--- src/rtl/bgcd_pkg.sv ---
package bgcd_pkg;

    // Command broadcast to every cell of the row
    typedef logic [2:0] t_op;

    localparam t_op OP_HOLD     = 3'd0;
    localparam t_op OP_LOAD     = 3'd1;
    localparam t_op OP_SHR_BOTH = 3'd2;
    localparam t_op OP_SHR_X    = 3'd3;
    localparam t_op OP_SHR_Y    = 3'd4;
    localparam t_op OP_SUB_X    = 3'd5;  // x <= x - y
    localparam t_op OP_SUB_Y    = 3'd6;  // y <= y - x
    localparam t_op OP_SHL_X    = 3'd7;

    // Status gathered from the row for the sequencer
    typedef struct packed {
        logic eq;
        logic x_odd;
        logic y_odd;
        logic x_gt_y;
    } t_status;

endpackage

--- src/rtl/bgcd_cell.sv ---
module bgcd_cell (
    input  logic           i_clk,
    input  bgcd_pkg::t_op  i_op,
    input  logic           i_load_x,
    input  logic           i_load_y,
    input  logic           i_hi_x,
    input  logic           i_hi_y,
    input  logic           i_lo_x,
    input  logic           i_bx,
    input  logic           i_by,
    output logic           o_x,
    output logic           o_y,
    output logic           o_bx,
    output logic           o_by
);
    import bgcd_pkg::*;

    logic r_x;
    logic r_y;
    logic n_x;
    logic n_y;
    logic dx;
    logic dy;

    // one bit of x - y and of y - x, borrows ripple upward
    assign dx   = r_x ^ r_y ^ i_bx;
    assign o_bx = (~r_x & r_y) | (~(r_x ^ r_y) & i_bx);
    assign dy   = r_y ^ r_x ^ i_by;
    assign o_by = (~r_y & r_x) | (~(r_x ^ r_y) & i_by);

    always_comb begin
        n_x = r_x;
        n_y = r_y;
        unique case (i_op)
            OP_HOLD: begin
            end
            OP_LOAD: begin
                n_x = i_load_x;
                n_y = i_load_y;
            end
            OP_SHR_BOTH: begin
                n_x = i_hi_x;
                n_y = i_hi_y;
            end
            OP_SHR_X: n_x = i_hi_x;
            OP_SHR_Y: n_y = i_hi_y;
            OP_SUB_X: n_x = dx;
            OP_SUB_Y: n_y = dy;
            OP_SHL_X: n_x = i_lo_x;
            default: begin
            end
        endcase
    end

    always_ff @(posedge i_clk) begin
        r_x <= n_x;
        r_y <= n_y;
    end

    assign o_x = r_x;
    assign o_y = r_y;

endmodule

--- src/rtl/bgcd_ctrl.sv ---
module bgcd_ctrl #(
    parameter int OPERAND_WIDTH = 31
) (
    input  logic              i_clk,
    input  logic              i_rst_n,
    input  logic              i_start,
    input  logic              i_zero_in,
    input  bgcd_pkg::t_status i_status,
    output bgcd_pkg::t_op     o_op,
    output logic              o_busy,
    output logic              o_capture_x,
    output logic              o_capture_in
);
    import bgcd_pkg::*;

    localparam int TW = (OPERAND_WIDTH > 1) ? $clog2(OPERAND_WIDTH) : 1;

    localparam logic [2:0] S_IDLE   = 3'd0;
    localparam logic [2:0] S_STRIP  = 3'd1;
    localparam logic [2:0] S_REDUCE = 3'd2;
    localparam logic [2:0] S_SCALE  = 3'd3;
    localparam logic [2:0] S_FINISH = 3'd4;

    logic [2:0]    r_state;
    logic [2:0]    n_state;
    logic [TW-1:0] r_twos;
    logic [TW-1:0] n_twos;
    logic          accept;

    assign accept = i_start & (r_state == S_IDLE);

    always_comb begin
        n_state      = r_state;
        n_twos       = r_twos;
        o_op         = OP_HOLD;
        o_capture_x  = 1'b0;
        o_capture_in = 1'b0;
        unique case (r_state)
            S_IDLE: begin
                if (accept) begin
                    if (i_zero_in) begin
                        o_capture_in = 1'b1;
                    end else begin
                        o_op    = OP_LOAD;
                        n_twos  = '0;
                        n_state = S_STRIP;
                    end
                end
            end
            S_STRIP: begin
                if (!i_status.x_odd && !i_status.y_odd) begin
                    o_op   = OP_SHR_BOTH;
                    n_twos = r_twos + 1'b1;
                end else begin
                    n_state = S_REDUCE;
                end
            end
            S_REDUCE: begin
                if (i_status.eq) begin
                    n_state = (r_twos == '0) ? S_FINISH : S_SCALE;
                end else if (!i_status.x_odd) begin
                    o_op = OP_SHR_X;
                end else if (!i_status.y_odd) begin
                    o_op = OP_SHR_Y;
                end else if (i_status.x_gt_y) begin
                    o_op = OP_SUB_X;
                end else begin
                    o_op = OP_SUB_Y;
                end
            end
            S_SCALE: begin
                o_op   = OP_SHL_X;
                n_twos = r_twos - 1'b1;
                if (r_twos == TW'(1)) begin
                    n_state = S_FINISH;
                end
            end
            S_FINISH: begin
                o_capture_x = 1'b1;
                n_state     = S_IDLE;
            end
            default: n_state = S_IDLE;
        endcase
    end

    always_ff @(posedge i_clk) begin
        if (!i_rst_n) begin
            r_state <= S_IDLE;
            r_twos  <= '0;
        end else begin
            r_state <= n_state;
            r_twos  <= n_twos;
        end
    end

    assign o_busy = (r_state != S_IDLE);

endmodule

--- src/rtl/binary_gcd_core.sv ---
// Binary GCD core (Stein's method) built as a row of one-bit cells.
// Command channel: present i_first_operand / i_second_operand with start;
// the pair is taken at a rising edge where start is high and busy is low.
// The result is shown on o_divisor_result for exactly one cycle, marked by
// o_valid; the receiver cannot stall it, so it must take that beat.
// Sequence: when either operand is zero the answer (the other operand) is
// strobed the cycle after the accept and busy never rises. Otherwise the
// row loads, strips the common factors of two, runs the shift/subtract
// steps plus a final compare, shifts the factors of two back in and
// captures x in a finish state; the strobe is registered from that
// capture. The cell row does one shift/subtract step per cycle.
// busy drops in the strobe cycle, so a new pair may be taken alongside
// the result beat. Sync reset clears the sequencer and the strobe;
// operand bits held in the cells need no reset.
module binary_gcd_core #(
    parameter int OPERAND_WIDTH = 31
) (
    input  logic                     i_clk,
    input  logic                     i_rst_n,
    input  logic                     start,
    output logic                     busy,
    input  logic [OPERAND_WIDTH-1:0] i_first_operand,
    input  logic [OPERAND_WIDTH-1:0] i_second_operand,
    output logic [OPERAND_WIDTH-1:0] o_divisor_result,
    output logic                     o_valid
);
    import bgcd_pkg::*;

    t_op                    op;
    t_status                status;
    logic [OPERAND_WIDTH-1:0] x_bus;
    logic [OPERAND_WIDTH-1:0] y_bus;
    logic [OPERAND_WIDTH:0]   bx_chain;
    logic [OPERAND_WIDTH:0]   by_chain;
    logic                     zero_in;
    logic                     capture_x;
    logic                     capture_in;
    logic [OPERAND_WIDTH-1:0] r_result;
    logic                     r_valid;

    assign zero_in = (i_first_operand == '0) || (i_second_operand == '0);

    assign bx_chain[0] = 1'b0;
    assign by_chain[0] = 1'b0;

    for (genvar g = 0; g < OPERAND_WIDTH; g++) begin : g_cell
        logic hi_x;
        logic hi_y;
        logic lo_x;

        if (g == OPERAND_WIDTH - 1) begin : g_top
            assign hi_x = 1'b0;
            assign hi_y = 1'b0;
        end else begin : g_mid
            assign hi_x = x_bus[g+1];
            assign hi_y = y_bus[g+1];
        end

        if (g == 0) begin : g_bot
            assign lo_x = 1'b0;
        end else begin : g_up
            assign lo_x = x_bus[g-1];
        end

        bgcd_cell u_cell (
            .i_clk    (i_clk),
            .i_op     (op),
            .i_load_x (i_first_operand[g]),
            .i_load_y (i_second_operand[g]),
            .i_hi_x   (hi_x),
            .i_hi_y   (hi_y),
            .i_lo_x   (lo_x),
            .i_bx     (bx_chain[g]),
            .i_by     (by_chain[g]),
            .o_x      (x_bus[g]),
            .o_y      (y_bus[g]),
            .o_bx     (bx_chain[g+1]),
            .o_by     (by_chain[g+1])
        );
    end

    // no borrow out of either difference means x == y
    assign status.eq     = ~bx_chain[OPERAND_WIDTH] & ~by_chain[OPERAND_WIDTH];
    assign status.x_odd  = x_bus[0];
    assign status.y_odd  = y_bus[0];
    // borrow out of y - x means y < x
    assign status.x_gt_y = by_chain[OPERAND_WIDTH];

    bgcd_ctrl #(
        .OPERAND_WIDTH (OPERAND_WIDTH)
    ) u_ctrl (
        .i_clk        (i_clk),
        .i_rst_n      (i_rst_n),
        .i_start      (start),
        .i_zero_in    (zero_in),
        .i_status     (status),
        .o_op         (op),
        .o_busy       (busy),
        .o_capture_x  (capture_x),
        .o_capture_in (capture_in)
    );

    always_ff @(posedge i_clk) begin
        if (capture_x) begin
            r_result <= x_bus;
        end else if (capture_in) begin
            r_result <= i_first_operand | i_second_operand;
        end
    end

    always_ff @(posedge i_clk) begin
        if (!i_rst_n) begin
            r_valid <= 1'b0;
        end else begin
            r_valid <= capture_x | capture_in;
        end
    end

    assign o_divisor_result = r_result;
    assign o_valid          = r_valid;

endmodule

--- config.mk ---
export PLATFORM = sky130hd
export DESIGN_NAME = binary_gcd_core
export DESIGN_NICKNAME = d
export VERILOG_FILES = /design/src/rtl/bgcd_pkg.sv /design/src/rtl/bgcd_cell.sv /design/src/rtl/bgcd_ctrl.sv /design/src/rtl/binary_gcd_core.sv
export SDC_FILE = /design/constraint.sdc
export NUM_CORES = 1
export LEC_CHECK = 0
export ABC_AREA = 1
export BUFFER_PORTS_ARGS = -buffer_cell sky130_fd_sc_hd__buf_4
export CAP_MARGIN = 20
export CORE_UTILIZATION = 30
export CTS_CLUSTER_DIAMETER = 60
export CTS_CLUSTER_SIZE = 20
export DETAILED_ROUTE_END_ITERATION = 10
export SYNTH_ARGS = -nofsm -noshare
export SYNTH_HDL_FRONTEND = slang
export SYNTH_HIERARCHICAL = 1
export SYNTH_SLANG_ARGS = --single-unit
--- constraint.sdc ---
create_clock -name i_clk -period 49.2 [get_ports i_clk]
set_input_delay 0 -clock i_clk [delete_from_list [all_inputs] [get_ports i_clk]]
set_output_delay 0 -clock i_clk [all_outputs]
set_load 0.02 [all_outputs]
==> flow_summary.toml <==
[run_status]
outcome = "complete, no violations"

[timing]
final.period_utilization = 0.400
fmax_mhz = 50.8
final_hold_viol_count = 0
max_slew.worst_pin.slew_ns = 1.04
drv_slew = 0
rsz0062_at_grt = "false"
final.min_clock_period_ns = 19.67
finalSetupViolations = 0
fin_setup_tns_ns = 0
finalClockSkew_ns = 0.0129
slew_headroom = 0.309

[synth]
synth_compound_area_frac = 0.0456
ys_seq_area_frac = 0.318
synth_fa_ha_area_frac = 0.138
ys_warn_count = 6
netlist.area_leader.share = 0.299
synth_top_family_by_area = "simple AND/OR/NAND/NOR gates"
synthCells = 1335
synth_flop_cell = "edfxtp_1"
synth_top_cells_by_area = "edfxtp_1, nand3_1, nand2_1"
synth_edf_count = 93
syn_area_um2 = 9350
synthSimpleGateAreaFrac = 0.352
yosys.area.top_type = "edfxtp_1"
ys_types = 26
ys_async_sr_fraction = 0
synthMuxAreaShare = 0
syn_avg_cell_area_um2 = 7.00
synth_xor_area_frac = 0.000937
synth.ff_latch_count = 102

[floorplan]
initial_core_util = 0.306
core_um2 = 30600
rows = 64
ioPinCount = 98
die-area_um2 = 31900
die_w_um = 179
die_y_um = 179

[global_routing]
grt-ovfl-total = 0
antenna_found_initial = 0
grt_max_degree = 88
grt_pass1_wl_um = 40600
grt_use_total = 0.161
grt_pass1_vias = 8544

[routing]
drcViolationCount = 0
drtIter0Drc = 733
avgViaCountPerCell = 4.71
routed_wl_um = 25000
ant_nets = 0
routedWlPerCell_um = 13.1
first_pass_iters = 7
vias = 8999

[placed_design]
hpwl_um = 18100
io_buffers = 97
place_area_um2 = 10600
place.gp.congestion = 0.819

[worst_setup_path]
worstPathArrival_ns = 19.77
path_class = "reg -> reg"
slowest_stage = "buf_4"
critPathCaptureType = "flop"
critPathMaxStageDelay_ns = 0.78
critPathBufInv = 66
cp_top_family = "adder cells"
crit_required_ns = 49.30
start_kind = "flop"
critPathMostFrequentCell = "inv_1"
crit_fanout = 79

[pwr]
p_leak_nw = 5.68
power_w = 0.000781
power.density_nw_per_um2 = 67.8
max-vdd-ir-drop_uv = 39.9

[final_layout]
area_delta_synth_final_pct = 23.2
antenna_cells = 0
finalInstanceArea_um2 = 11500
fin_nets = 1640
drive_above_1_share = 0.132

[clocking]
cts_sinks = 102
cts_tree = "built"
root_buffer = "clkbuf_16"
htreeDepth = 3
clk_pin_slew_ns = 0.07
cts_resized = 0
cts_made_buffers = 9
cts_max_path_buffers = 2
clkLatencyLatePin_ns = 0.36

[hold_path]
hold_class = "in -> reg"

[job]
cap_violations = 0
flip-flops by register name (all words and copies together), names as in the netlist:
register	cells
g_cell.u_cell/o_x	31
o_divisor_result	31
g_cell.u_cell/o_y	31
o_valid	1
u_ctrl/r_twos	5
u_ctrl/r_state	3
stage by stage:
step / worst slack (ns) / utilization / cells / hold WS (ns)
final: 29.53 / 0.376 / 1909 / 0.0288
after global routing: 28.21 / 0.376 / 1909 / 0.0285
after CTS: 29.49 / 0.376 / 1909 / 0.00900
after detailed placement: 29.42 / 0.347 / 1831 / 0.303
after global placement: 29.69 / 0.347 / 1831 / 0.299
after floorplan: 19.46 / - / 1339 / 0.118
final cells by class:
| cell class | instances | area [µm²] |
|---|---|---|
| fill | 3213 | 19100 |
| multi-input combinational | 885 | 5080 |
| sequential | 102 | 2970 |
| timing repair buffer | 168 | 1420 |
| inverter | 343 | 1290 |
| tap | 396 | 495 |
| clock buffer | 10 | 229 |
| clock inverter | 5 | 27.5 |
tightest hold or removal path, delay by kind of cell:
family	cells	cell delay (ns)
AND/OR/NAND/NOR	2	0.16
buffers and inverters	1	0.12
report_power, final:
part	total [W]	internal, W	switching (W)
Combinational	0.000511	0.000177	0.000334
Sequential	0.000202	0.000156	0.0000462
Clock	0.0000681	0.0000337	0.0000344
Yosys cell counts, types with 9 or more instances:
| library cell | count |
|---|---|
| o21ai_0 | 50 |
| a31oi_1 | 20 |
| nand2_2 | 32 |
| nor2_1 | 63 |
| inv_1 | 307 |
| nand2_1 | 333 |
| dfxtp_1 | 9 |
| edfxtp_1 | 93 |
| inv_2 | 36 |
| nand3_1 | 258 |
| nand4_1 | 34 |
| fa_1 | 62 |
layout by cell type, fill, tap and decap left out, drive strengths merged, types with 2 or more instances in the layout:
| cell type | count |
|---|---|
| a21oi | 7 |
| a31oi | 20 |
| buf | 105 |
| clkbuf | 10 |
| clkinv | 3 |
| clkinvlp | 2 |
| conb | 5 |
| dfxtp | 9 |
| dlygate4sd3 | 63 |
| edfxtp | 93 |
| fa | 62 |
| ha | 4 |
| inv | 343 |
| nand2 | 365 |
| nand3 | 262 |
| nand4 | 34 |
| nor2 | 67 |
| nor3 | 3 |
| o21ai | 50 |
| or2 | 2 |
worst paths after layout:
kind | from | cells past startpoint | slack (ns) | to
max | g_cell[0].u_cell/o_x | 104 | 29.53 | g_cell[8].u_cell/o_x
min | i_first_operand[30] | 3 | 0.03 | g_cell[30].u_cell/o_x
min reg2reg | u_ctrl/r_twos[0] | 2 | 0.57 | u_ctrl/r_twos[0]
max reg2reg | g_cell[0].u_cell/o_x | 104 | 29.53 | g_cell[8].u_cell/o_x
cell families after synthesis:
| logic type | Yosys count |
|---|---|
| XOR/XNOR | 1 |
| AO/OA/AOI/OAI | 79 |
| other | 1 |
| adder cells (fa/ha/maj) | 66 |
| flip-flops | 102 |
| buffers and inverters | 352 |
| AND/OR/NAND/NOR | 734 |
layer usage:
| metal | share of wire | track usage |
|---|---|---|
| met2 | 0.46 | 0.265 |
| met3 | 0.046 | 0.0198 |
| met1 | 0.47 | 0.215 |
| met5 | 0 | 0 |
| met4 | 0.023 | 0.0614 |
what timing repair did:
action,CTS,global route
hold buffers,63,0
hold endpoints to repair,76,0
setup buffers,0,0
Note: power is estimated with default switching activity, not from simulation.
